### config.mk
export PLATFORM = sky130hd
export DESIGN_NAME = selection_sort_engine
export DESIGN_NICKNAME = d
export VERILOG_FILES = /design/src/rtl/ssort_pkg.sv /design/src/rtl/selection_sort_engine.sv /design/src/rtl/ssort_ram.sv /design/src/rtl/ssort_fifo.sv /design/src/rtl/ssort_front.sv /design/src/rtl/ssort_back.sv
export SDC_FILE = /design/constraint.sdc
export NUM_CORES = 2
export LEC_CHECK = 0
export BUFFER_PORTS_ARGS = -buffer_cell sky130_fd_sc_hd__buf_2
export CAP_MARGIN = 15
export CORE_MARGIN = 10
export CORE_UTILIZATION = 40
export CTS_BUF_LIST = sky130_fd_sc_hd__clkbuf_8 sky130_fd_sc_hd__clkbuf_16
export CTS_CLUSTER_DIAMETER = 30
export DETAILED_ROUTE_END_ITERATION = 10
export PLACE_DENSITY_LB_ADDON = 0.15
export REMOVE_ABC_BUFFERS = 1
export SYNTH_ARGS = -nofsm -noshare
export SYNTH_HDL_FRONTEND = slang
export SYNTH_HIERARCHICAL = 1
export SYNTH_SLANG_ARGS = --single-unit
### constraint.sdc
create_clock -name clk -period 5.6 [get_ports clk]
set_clock_uncertainty 0.15 [all_clocks]
set_input_delay 1.12 -clock clk [delete_from_list [all_inputs] [get_ports clk]]
set_output_delay 1.12 -clock clk [all_outputs]
set_load 0.01 [all_outputs]
### src/rtl/ssort_pkg.sv
// shared types and constants for the selection sort engine
`default_nettype none

package ssort_pkg;

  localparam int unsigned DataW = 32;

  typedef struct packed {
    logic signed [DataW-1:0] value;
    logic                    last;
  } in_item_t;

  typedef struct packed {
    logic signed [DataW-1:0] sorted_value;
    logic                    last_out;
  } out_item_t;

  typedef enum logic [2:0] {
    ST_LOAD,
    ST_SCAN,
    ST_DRAIN,
    ST_SWAP_A,
    ST_SWAP_B,
    ST_EMIT_RD,
    ST_EMIT_WR
  } sort_state_t;

endpackage

`default_nettype wire

### src/rtl/selection_sort_engine.sv
// top level of the selection sort engine
`default_nettype none

// Collects signed 32-bit values, one per input transaction, into a store of
// MAX_ELEMS entries; the transaction with last set closes the set, values
// beyond capacity are dropped. The closed set is selection sorted in place,
// ascending, and returned one result transaction per element, last_out on the
// final one. Loading takes one transaction per cycle, unless the two-entry
// queue in front of the back end is full; that queue can take up to two
// transactions of the next set while the back end sorts. Sorting costs one
// store read per compare, and each result is read from the store and then
// pushed to the output queue. The store has a single read port.

module selection_sort_engine #(
  parameter int unsigned MAX_ELEMS = 64
) (
  input  wire logic                 clk,
  input  wire logic                 rst_n,
  input  wire logic                 push,
  output logic                      full,
  input  wire ssort_pkg::in_item_t  in_data,
  output logic                      empty,
  input  wire logic                 pop,
  output ssort_pkg::out_item_t      out_data
);

  import ssort_pkg::*;

  localparam int unsigned IW     = $clog2(MAX_ELEMS);
  localparam int unsigned QWidth = $bits(in_item_t) + 1 + IW;
  localparam int unsigned QDepth = 2;
  localparam int unsigned ODepth = 2;

  logic              fr_push;
  in_item_t          fr_item;
  logic              fr_keep;
  logic [IW-1:0]     fr_idx;
  logic              q_full;
  logic              q_empty;
  logic              q_pop;
  logic [QWidth-1:0] q_wdata;
  logic [QWidth-1:0] q_rdata;
  in_item_t          q_item;
  logic              q_keep;
  logic [IW-1:0]     q_idx;
  logic              ob_push;
  logic              ob_full;
  out_item_t         ob_item;

  ssort_front #(
    .MAX_ELEMS(MAX_ELEMS)
  ) u_front (
    .clk    (clk),
    .rst_n  (rst_n),
    .push   (push),
    .full   (full),
    .in_data(in_data),
    .q_full (q_full),
    .q_push (fr_push),
    .q_item (fr_item),
    .q_keep (fr_keep),
    .q_idx  (fr_idx)
  );

  assign q_wdata = {fr_item, fr_keep, fr_idx};
  assign {q_item, q_keep, q_idx} = q_rdata;

  ssort_fifo #(
    .WIDTH(QWidth),
    .DEPTH(QDepth)
  ) u_queue (
    .clk  (clk),
    .rst_n(rst_n),
    .push (fr_push),
    .wdata(q_wdata),
    .full (q_full),
    .pop  (q_pop),
    .rdata(q_rdata),
    .empty(q_empty)
  );

  ssort_back #(
    .MAX_ELEMS(MAX_ELEMS)
  ) u_back (
    .clk    (clk),
    .rst_n  (rst_n),
    .q_empty(q_empty),
    .q_item (q_item),
    .q_keep (q_keep),
    .q_idx  (q_idx),
    .q_pop  (q_pop),
    .o_full (ob_full),
    .o_push (ob_push),
    .o_item (ob_item)
  );

  ssort_fifo #(
    .WIDTH($bits(out_item_t)),
    .DEPTH(ODepth)
  ) u_out (
    .clk  (clk),
    .rst_n(rst_n),
    .push (ob_push),
    .wdata(ob_item),
    .full (ob_full),
    .pop  (pop),
    .rdata(out_data),
    .empty(empty)
  );

  // back end never pushes a result into a full output queue
  a_no_out_overflow: assert property (@(posedge clk) disable iff (!rst_n)
    ob_push |-> !ob_full)
    else $error("result pushed into full output queue");

  // back end only pops a queued item that is there
  a_no_q_underflow: assert property (@(posedge clk) disable iff (!rst_n)
    q_pop |-> !q_empty)
    else $error("item queue popped while empty");

  // a transaction the front keeps always gets a slot inside the store
  a_slot_in_range: assert property (@(posedge clk) disable iff (!rst_n)
    (fr_push && fr_keep) |-> ((32)'(fr_idx) < MAX_ELEMS))
    else $error("store slot beyond capacity");

  // reset leaves no stale results behind
  a_reset_empty: assert property (@(posedge clk)
    !rst_n |=> (empty && !full))
    else $error("queues not cleared by reset");

endmodule

`default_nettype wire

### src/rtl/ssort_ram.sv
// generic single-port-write, single-port-read ram with registered read data
`default_nettype none

module ssort_ram #(
  parameter int unsigned WIDTH = 32,
  parameter int unsigned DEPTH = 64
) (
  input  wire logic                     clk,
  input  wire logic                     we,
  input  wire logic [$clog2(DEPTH)-1:0] waddr,
  input  wire logic [WIDTH-1:0]         wdata,
  input  wire logic [$clog2(DEPTH)-1:0] raddr,
  output logic      [WIDTH-1:0]         rdata
);

  logic [WIDTH-1:0] mem_r [DEPTH];

  always_ff @(posedge clk) begin
    if (we) begin
      mem_r[waddr] <= wdata;
    end
    rdata <= mem_r[raddr];
  end

endmodule

`default_nettype wire

### src/rtl/ssort_fifo.sv
// small register-based fifo used as the decoupling queues
`default_nettype none

module ssort_fifo #(
  parameter int unsigned WIDTH = 8,
  parameter int unsigned DEPTH = 2
) (
  input  wire logic             clk,
  input  wire logic             rst_n,
  input  wire logic             push,
  input  wire logic [WIDTH-1:0] wdata,
  output logic                  full,
  input  wire logic             pop,
  output logic      [WIDTH-1:0] rdata,
  output logic                  empty
);

  localparam int unsigned PW = $clog2(DEPTH);
  localparam int unsigned CW = $clog2(DEPTH + 1);

  logic [WIDTH-1:0] mem_r [DEPTH];
  logic [PW-1:0]    wp_r, wp_nxt;
  logic [PW-1:0]    rp_r, rp_nxt;
  logic [CW-1:0]    cnt_r, cnt_nxt;
  logic             do_push, do_pop;

  assign full    = (cnt_r == CW'(DEPTH));
  assign empty   = (cnt_r == '0);
  assign do_push = push && !full;
  assign do_pop  = pop && !empty;
  assign rdata   = mem_r[rp_r];

  always_comb begin
    wp_nxt  = wp_r;
    rp_nxt  = rp_r;
    cnt_nxt = cnt_r;
    if (do_push) begin
      wp_nxt = (wp_r == PW'(DEPTH - 1)) ? '0 : wp_r + 1'b1;
    end
    if (do_pop) begin
      rp_nxt = (rp_r == PW'(DEPTH - 1)) ? '0 : rp_r + 1'b1;
    end
    if (do_push && !do_pop) begin
      cnt_nxt = cnt_r + 1'b1;
    end else if (!do_push && do_pop) begin
      cnt_nxt = cnt_r - 1'b1;
    end
  end

  always_ff @(posedge clk) begin
    if (!rst_n) begin
      wp_r  <= '0;
      rp_r  <= '0;
      cnt_r <= '0;
    end else begin
      wp_r  <= wp_nxt;
      rp_r  <= rp_nxt;
      cnt_r <= cnt_nxt;
    end
  end

  always_ff @(posedge clk) begin
    if (do_push) begin
      mem_r[wp_r] <= wdata;
    end
  end

endmodule

`default_nettype wire

### src/rtl/ssort_front.sv
// input side: accepts transactions, assigns store slots and flags overflow drops
`default_nettype none

module ssort_front #(
  parameter int unsigned MAX_ELEMS = 64
) (
  input  wire logic                         clk,
  input  wire logic                         rst_n,
  input  wire logic                         push,
  output logic                              full,
  input  wire ssort_pkg::in_item_t          in_data,
  input  wire logic                         q_full,
  output logic                              q_push,
  output ssort_pkg::in_item_t               q_item,
  output logic                              q_keep,
  output logic [$clog2(MAX_ELEMS)-1:0]      q_idx
);

  localparam int unsigned IW = $clog2(MAX_ELEMS);
  localparam int unsigned CW = $clog2(MAX_ELEMS + 1);

  logic [CW-1:0] cnt_r, cnt_nxt;
  logic          accept;

  assign full   = q_full;
  assign accept = push && !q_full;
  assign q_push = accept;
  assign q_item = in_data;
  assign q_keep = (cnt_r < CW'(MAX_ELEMS));
  assign q_idx  = cnt_r[IW-1:0];

  // count restarts with every closing transaction, saturates at capacity
  always_comb begin
    cnt_nxt = cnt_r;
    if (accept) begin
      if (in_data.last) begin
        cnt_nxt = '0;
      end else if (q_keep) begin
        cnt_nxt = cnt_r + 1'b1;
      end
    end
  end

  always_ff @(posedge clk) begin
    if (!rst_n) begin
      cnt_r <= '0;
    end else begin
      cnt_r <= cnt_nxt;
    end
  end

endmodule

`default_nettype wire

### src/rtl/ssort_back.sv
// back end: element store, selection sort sequencer and result emission
`default_nettype none

module ssort_back #(
  parameter int unsigned MAX_ELEMS = 64
) (
  input  wire logic                         clk,
  input  wire logic                         rst_n,
  input  wire logic                         q_empty,
  input  wire ssort_pkg::in_item_t          q_item,
  input  wire logic                         q_keep,
  input  wire logic [$clog2(MAX_ELEMS)-1:0] q_idx,
  output logic                              q_pop,
  input  wire logic                         o_full,
  output logic                              o_push,
  output ssort_pkg::out_item_t              o_item
);

  import ssort_pkg::*;

  localparam int unsigned IW = $clog2(MAX_ELEMS);
  localparam int unsigned CW = $clog2(MAX_ELEMS + 1);

  sort_state_t       state_r, state_nxt;
  logic [CW-1:0]     n_r, n_nxt;
  logic [IW-1:0]     i_r, i_nxt;
  logic [IW-1:0]     ptr_r, ptr_nxt;
  logic              pv_r, pv_nxt;
  logic [IW-1:0]     pidx_r, pidx_nxt;
  logic [DataW-1:0]  min_r, min_nxt;
  logic [IW-1:0]     midx_r, midx_nxt;
  logic [DataW-1:0]  first_r, first_nxt;

  logic              ram_we;
  logic [IW-1:0]     ram_waddr;
  logic [DataW-1:0]  ram_wdata;
  logic [IW-1:0]     ram_raddr;
  logic [DataW-1:0]  rd_data;

  logic [CW-1:0]     load_n;
  logic              closing;
  logic              at_last;
  logic              more_passes;

  ssort_ram #(
    .WIDTH(DataW),
    .DEPTH(MAX_ELEMS)
  ) u_store (
    .clk  (clk),
    .we   (ram_we),
    .waddr(ram_waddr),
    .wdata(ram_wdata),
    .raddr(ram_raddr),
    .rdata(rd_data)
  );

  // a dropped closing transaction means the store is full
  assign load_n      = q_keep ? CW'(CW'(q_idx) + 1'b1) : CW'(MAX_ELEMS);
  assign closing     = !q_empty && q_item.last;
  assign at_last     = (CW'(ptr_r) == n_r - 1'b1);
  assign more_passes = ((CW + 1)'(i_r) + (CW + 1)'(2)) < (CW + 1)'(n_r);

  // next state
  always_comb begin
    state_nxt = state_r;
    unique case (state_r)
      ST_LOAD: begin
        if (closing) begin
          state_nxt = (load_n == CW'(1)) ? ST_EMIT_RD : ST_SCAN;
        end
      end
      ST_SCAN: begin
        if (at_last) begin
          state_nxt = ST_DRAIN;
        end
      end
      ST_DRAIN:   state_nxt = ST_SWAP_A;
      ST_SWAP_A:  state_nxt = ST_SWAP_B;
      ST_SWAP_B:  state_nxt = more_passes ? ST_SCAN : ST_EMIT_RD;
      ST_EMIT_RD: state_nxt = ST_EMIT_WR;
      ST_EMIT_WR: begin
        if (!o_full) begin
          state_nxt = at_last ? ST_LOAD : ST_EMIT_RD;
        end
      end
      default:    state_nxt = ST_LOAD;
    endcase
  end

  // outputs
  always_comb begin
    q_pop     = 1'b0;
    ram_we    = 1'b0;
    ram_waddr = midx_r;
    ram_wdata = first_r;
    ram_raddr = ptr_r;
    o_push    = 1'b0;
    unique case (state_r)
      ST_LOAD: begin
        q_pop     = !q_empty;
        ram_we    = !q_empty && q_keep;
        ram_waddr = q_idx;
        ram_wdata = q_item.value;
      end
      ST_SWAP_A: begin
        ram_we    = 1'b1;
        ram_waddr = midx_r;
        ram_wdata = first_r;
      end
      ST_SWAP_B: begin
        ram_we    = 1'b1;
        ram_waddr = i_r;
        ram_wdata = min_r;
      end
      ST_EMIT_WR: begin
        o_push = !o_full;
      end
      default: begin
        q_pop = 1'b0;
      end
    endcase
  end

  assign o_item.sorted_value = rd_data;
  assign o_item.last_out     = at_last;

  // datapath
  always_comb begin
    n_nxt     = n_r;
    i_nxt     = i_r;
    ptr_nxt   = ptr_r;
    pv_nxt    = 1'b0;
    pidx_nxt  = pidx_r;
    min_nxt   = min_r;
    midx_nxt  = midx_r;
    first_nxt = first_r;

    // read data for the index issued last cycle
    if (pv_r) begin
      if (pidx_r == i_r) begin
        min_nxt   = rd_data;
        midx_nxt  = i_r;
        first_nxt = rd_data;
      end else if ($signed(min_r) > $signed(rd_data)) begin
        min_nxt  = rd_data;
        midx_nxt = pidx_r;
      end
    end

    case (state_r)
      ST_LOAD: begin
        if (closing) begin
          n_nxt   = load_n;
          i_nxt   = '0;
          ptr_nxt = '0;
        end
      end
      ST_SCAN: begin
        pv_nxt   = 1'b1;
        pidx_nxt = ptr_r;
        if (!at_last) begin
          ptr_nxt = ptr_r + 1'b1;
        end
      end
      ST_SWAP_B: begin
        i_nxt   = i_r + 1'b1;
        ptr_nxt = more_passes ? i_r + 1'b1 : '0;
      end
      ST_EMIT_WR: begin
        if (!o_full) begin
          ptr_nxt = ptr_r + 1'b1;
        end
      end
      default: begin
        pv_nxt = 1'b0;
      end
    endcase
  end

  always_ff @(posedge clk) begin
    if (!rst_n) begin
      state_r <= ST_LOAD;
      pv_r    <= 1'b0;
      n_r     <= '0;
      i_r     <= '0;
      ptr_r   <= '0;
    end else begin
      state_r <= state_nxt;
      pv_r    <= pv_nxt;
      n_r     <= n_nxt;
      i_r     <= i_nxt;
      ptr_r   <= ptr_nxt;
    end
  end

  always_ff @(posedge clk) begin
    pidx_r  <= pidx_nxt;
    min_r   <= min_nxt;
    midx_r  <= midx_nxt;
    first_r <= first_nxt;
  end

endmodule

`default_nettype wire

* After elaboration in Yosys (flattened, before gate mapping)
Memories as Yosys holds them, arrays and structs flattened. A register that Yosys moved wholly into a read port is not among the register bits.
Cells that the tools add are included.
W data, S select, Z words.
** Operators by class
- Eq/ne operators :: 15
- $lt $le $gt $ge :: 3
- $add $sub $neg :: 14
- Muxes and demuxes :: 44
- Reductions and logical operators :: 36
** Operators by type and width (number)
- $mux W32 :: 2
- $pmux W32 S2 :: 1
- $mux W6 :: 6
- $gt A32 B32 Y1 :: 1
- $pmux W6 S2 :: 2
- $pmux W6 S4 :: 1
- $mux W7 :: 3
- $pmux W3 S7 :: 1
- $mux W3 :: 6
- $mux W1 :: 17
- $add A6 B1 Y6 const B :: 2
- $logic_and A1 B1 Y1 :: 11
- $reduce_and A2 Y1 :: 5
- $reduce_bool A2 Y1 :: 5
- $eq A3 B3 Y1 const B :: 3
- $logic_not A1 Y1 :: 8
- $lt A8 B7 Y1 :: 1
- $mux W2 :: 4
- $add A6 B1 Y7 const B :: 1
- $add A6 B2 Y7 const B :: 1
- $add A7 B1 Y7 const B :: 1
- $eq A6 B7 Y1 :: 1
- $eq A7 B1 Y1 const B :: 1
- $lt A7 B7 Y1 const B :: 1
- 17 further kinds :: 27
** Word-level totals
- Memory bits (writable) :: 2194
- Output and inout port bits :: 35
- Input port bits :: 37
- Register bits :: 114
- Memories :: 3
** Memories
- u_back.u_store.mem_r :: depth 64, bits a word 32, rd ports 1, clocked after Yosys merged registers in 1, write ports 1, RTL line ssort_ram.sv:16 : logic [WIDTH-1:0] mem_r [DEPTH];
- u_queue.mem_r :: depth 2, bits a word 40, rd ports 1, clocked after Yosys merged registers in 1, write ports 1, RTL line ssort_fifo.sv:21 : logic [WIDTH-1:0] mem_r [DEPTH];
- u_out.mem_r :: depth 2, bits a word 33, rd ports 1, clocked after Yosys merged registers in 1, write ports 1, RTL line ssort_fifo.sv:21

* Logic depth before layout (Yosys ltp)
- Word-level depth :: 8
- Mapped depth :: 11
- Mapped depth without buffers :: 10

* Modules after synthesis
Netlist, hierarchy kept.
** By module, submodules not included
- ssort_ram :: cells an instance 3324, times used 1, area an instance 78515.3 um^2
- ssort_back :: cells an instance 582, times used 1, area an instance 5823.1 um^2
- ssort_fifo at u_queue :: cells an instance 149, times used 1, area an instance 3106.7 um^2
- ssort_fifo at u_out :: cells an instance 128, times used 1, area an instance 2607.5 um^2
- ssort_front :: cells an instance 85, times used 1, area an instance 698.2 um^2

* Least setup slack after synthesis
OpenSTA, ideal clock, no wires.
- Path type :: register -> register
- Start :: reg u_back.i_r[3]
- End :: reg u_back.midx_r[0], enable pin
- Path slack :: -0.022 ns
- Period minus slack after synthesis :: 5.622 ns
- Cell stages (with the launch flop) :: 7
- Data required time :: 5.048 ns
- Arrival time :: 5.070 ns
- Cells stage by stage :: dfxtp_1 -> clkbuf_1 -> xnor2_1 -> nand4_1 -> nor4_1 -> a21oi_1 -> nand3_1
** Between the ends
- Cells in the longest elaborated chain, start to end :: 3
** RTL lines
- start: declaration :: RTL line ssort_back.sv:26 : logic [IW-1:0] i_r, i_nxt;
- start signal: assignment :: RTL line ssort_back.sv:191 : i_r <= i_nxt;
- $eq A6 B6 Y1 :: RTL line ssort_back.sv:140 : if (pidx_r == i_r) begin
- $reduce_bool A2 Y1 (no source line)
- $reduce_and A2 Y1 (no source line)
- end signal: assignment :: RTL line ssort_back.sv:199 : midx_r <= midx_nxt;
- end: declaration :: RTL line ssort_back.sv:31 : logic [IW-1:0] midx_r, midx_nxt;
No other way between the ends.
A chain may end at the register's enable or synchronous reset.

==> impl_metrics.csv <==
group,metric,value,unit
power,powerDensity,536,nW/um2
logic_synthesis,synth_seq_area_share,0.767,
die,die_h,496,um
die,die-width,496,um
die,pin_count,72,
detailed_routing,drc_errors,0,
clock_tree,htree_levels,5,
placement,dpl_cell_area,96400,um2
clock_tree,cts.path.max_buffers,4,
logic_synthesis,yosysMostFrequentCell,"edfxtp_1",
timing,tightest_slew,1.18,ns
logic_synthesis,synth.mux.area_fraction,0.159,
global_route,gr-total-overflow,0,
timing,hold_viol_final,0,
power,netSwitchingPower,15.9,mW
power,p_int,44.6,mW
logic_synthesis,synth_edf_count,2270,
detailed_routing,drt_iter0_drc,4462,
cells_and_area,final_cells,8157,
clock_tree,clk_pin_slew,0.05,ns
clock_tree,insertion_delay,1.00,ns
timing,min_period,4.69,ns
logic_synthesis,synthSimpleGateAreaFrac,0.0222,
critical_path,worstPathRequired,6.08,ns
critical_path,crit_type,"register to register",
placement,post-place-ws,0.883,ns
placement,dp_hpwl,145000,um
detailed_routing,firstDrtPassIters,5,
logic_synthesis,synth_xor_xnor_area_share,0.00309,
logic_synthesis,synth_fa_ha_area_frac,0.00634,
clock_tree,ctsResizeCount,0,
timing,finalSetupViolCount,0,
logic_synthesis,synth_flop_cell,"edfxtp_1",
logic_synthesis,ys_ff_latch,2342,
global_route,grt_util_all_layers,0.197,
logic_synthesis,avgSynthCellArea,21.3,um2
clock_tree,post_cts_buffers,0,
placement,port_buffers,71,
power,power_leakage,36.0,nW
die,start_util,0.403,
cells_and_area,regArea,69600,um2
cells_and_area,design_area,113000,um2
logic_synthesis,synth-compound-area-share,0.0247,
logic_synthesis,ys_types,73,
job,max_cap_viol_count,0,
cells_and_area,fillCellCount,18000,
logic_synthesis,synthTopCellsByArea,"edfxtp_1 75%, mux4_2 14%, dfxtp_1 1.6%",
cells_and_area,fin_nets,4847,
critical_path,critPathMaxFanout,31,
cells_and_area,syn2layout_area_growth,24.4,%
die,dieArea,246000,um2
clock_tree,cts.sink_count,2342,
logic_synthesis,synth_warnings,6,
die,core,225000,um2
global_route,grt_pass1_wl,349000,um
timing,rsz0062_at_grt,"false",
die,row_count,174,
detailed_routing,routed_wl,245000,um
power,p_seq_frac,0.387,
global_route,grt_max_degree,91,
detailed_routing,vias_per_cell,5.57,
placement,dp.cells,7273,
timing,fmax,0.213,GHz
critical_path,cp.arrival,5.17,ns
logic_synthesis,synth_commonest_cells,"2,270 x edfxtp_1, 544 x mux4_2, 164 x nor2_1, 136 x mux2i_1, 102 x clkbuf_1",
hold_path,hp-class,"input pin to register",
logic_synthesis,mappedNetlistArea,90800,um2
detailed_routing,via_count,45400,
placement,routabilityCongestion,0.810,
power,swShare,0.263,
power,clockPowerShare,0.469,
power,comb_power_share,0.144,
logic_synthesis,yosys.area.top_type,"edfxtp_1",
global_route,grt_pass1_vias,47100,
cells_and_area,layout-drive-gt1-share,0.349,
detailed_routing,routedWlPerCell,30.1,um
clock_tree,cts_made_buffers,476,
detailed_routing,ant_nets,0,
clock_tree,cts-root-buf,"clkbuf_16",
cells_and_area,multi_input_area,20400,um2
logic_synthesis,synth_top_family_by_area,"multiplexers",
logic_synthesis,synthArstFlopShare,0,
global_route,grt_antenna_before_repair,19,
power,peakVddDrop,426,uV
logic_synthesis,synth.top_cell.area_share,0.751,
outcome,status,"completed",
timing,maxSlewViolCount,0,
timing,relSlewSlack,0.208,
logic_synthesis,syn_inst,4268,
timing,final.setup.worst_slack,0.914,ns
critical_path,critPathLaunchType,"register",
critical_path,cp-end-kind,"register",
timing,period_share,0.837,
clock_tree,ctsHoldBuffers,0,
clock_tree,cts_tree,"done",
[worst max-delay path, cell delays in order, from the launching register on]
cell     delay (ns)
dfxtp_2        0.48
buf_4          0.46
mux2_2         0.37
a21oi_1        0.08
o21ai_0        0.64
buf_4          0.32
nor2b_1        0.31
nand2_1        0.32
buf_4          0.30
nor2_4         0.55
buf_4          0.35
[cell usage in the layout (no fill, tap or decap), types with 30 or more instances in the layout]
cell        instances
a21oi_1            94
buf_12             39
buf_2              71
buf_4             173
bufinv_16          80
clkbuf_16         479
clkinv_1           49
clkinv_2           85
clkinv_4           32
clkinvlp_4         49
dfxtp_1            64
edfxtp_1         2270
ha_1               46
inv_1             107
mux2_2             73
mux2i_1           136
mux4_2            544
nand2_1            89
nor2_1            102
nor2_4             62
o21ai_0            30
o21ai_4            32
o22ai_1            88
[per-layer routing]
layer,up-vias,global-route usage,part of all wire
met5,-,0,0.000053
met4,2,0.0562,0.023
met3,372,0.0434,0.071
met2,1704,0.307,0.47
met1,24400,0.281,0.44
li1,18900,-,-
[state kept, by name (all words and copies together) (netlist names), 3 cells and up, named ones only]
register and cells:
u_back/i_r 6, u_back/midx_r 6, u_back/pidx_r 6, u_back/u_store/rdata 32, u_queue/mem_r 80, u_back/min_r 32, u_back/first_r 32, u_back/ptr_r 6
u_back/state_r 3, u_back/u_store/mem_r 2048, u_out/mem_r 66, u_front/cnt_r 7, u_back/n_r 7
[through the flow]
stage | setup TNS [ns] | utilization | hold WS [ns] | power, mW
floorplan | -758.13 | - | 0.297 | 28.9
global placement | 0 | 0.427 | 0.302 | 32.1
detailed placement | 0 | 0.428 | 0.309 | 32.4
CTS | 0 | 0.500 | 0.122 | 60.9
global route | 0 | 0.501 | 0.143 | 62.4
finish | 0 | 0.501 | 0.194 | 60.5
[kinds of logic after synthesis]
logic type	count (synthesis)
mux	753
simple gates	421
buf+inv	322
fa+ha+maj	46
xor+xnor	32
compound gates	352
flops	2342
[worst paths after layout]
kind	startpoint	end	slack, ns	depth (start not counted)
min reg2reg	u_back/pidx_r[0]	u_back/midx_r[0]	0.29	0
max	register	u_back/u_store/mem_r[56][7]	0.91	10
min	in_data[14]	u_queue/mem_r[1][21]	0.19	1
max reg2reg	register	u_back/u_store/mem_r[56][7]	0.91	10
[area by class of cell]
type	instances	area share
Antenna cell	6	0.000133
Timing Repair Buffer	285	0.0219
Clock inverter	382	0.0373
Clock buffer	491	0.108
Inverter	55	0.00183
Sequential cell	2342	0.617
Tap cell	2992	0.0332
Multi-Input combinational cell	1604	0.181
[power by group through the flow]
stage / registers (mW) / clock network (mW) / logic (mW)
3_5_place_dp: 23.7 / 0 / 8.67
2_1_floorplan: 24.3 / 0 / 4.62
5_1_grt: 23.4 / 29.7 / 9.28
4_1_cts: 23.4 / 28.8 / 8.68
3_3_place_gp: 23.7 / 0 / 8.40
6_report: 23.4 / 28.4 / 8.71
(Power assumes the default switching activity.)
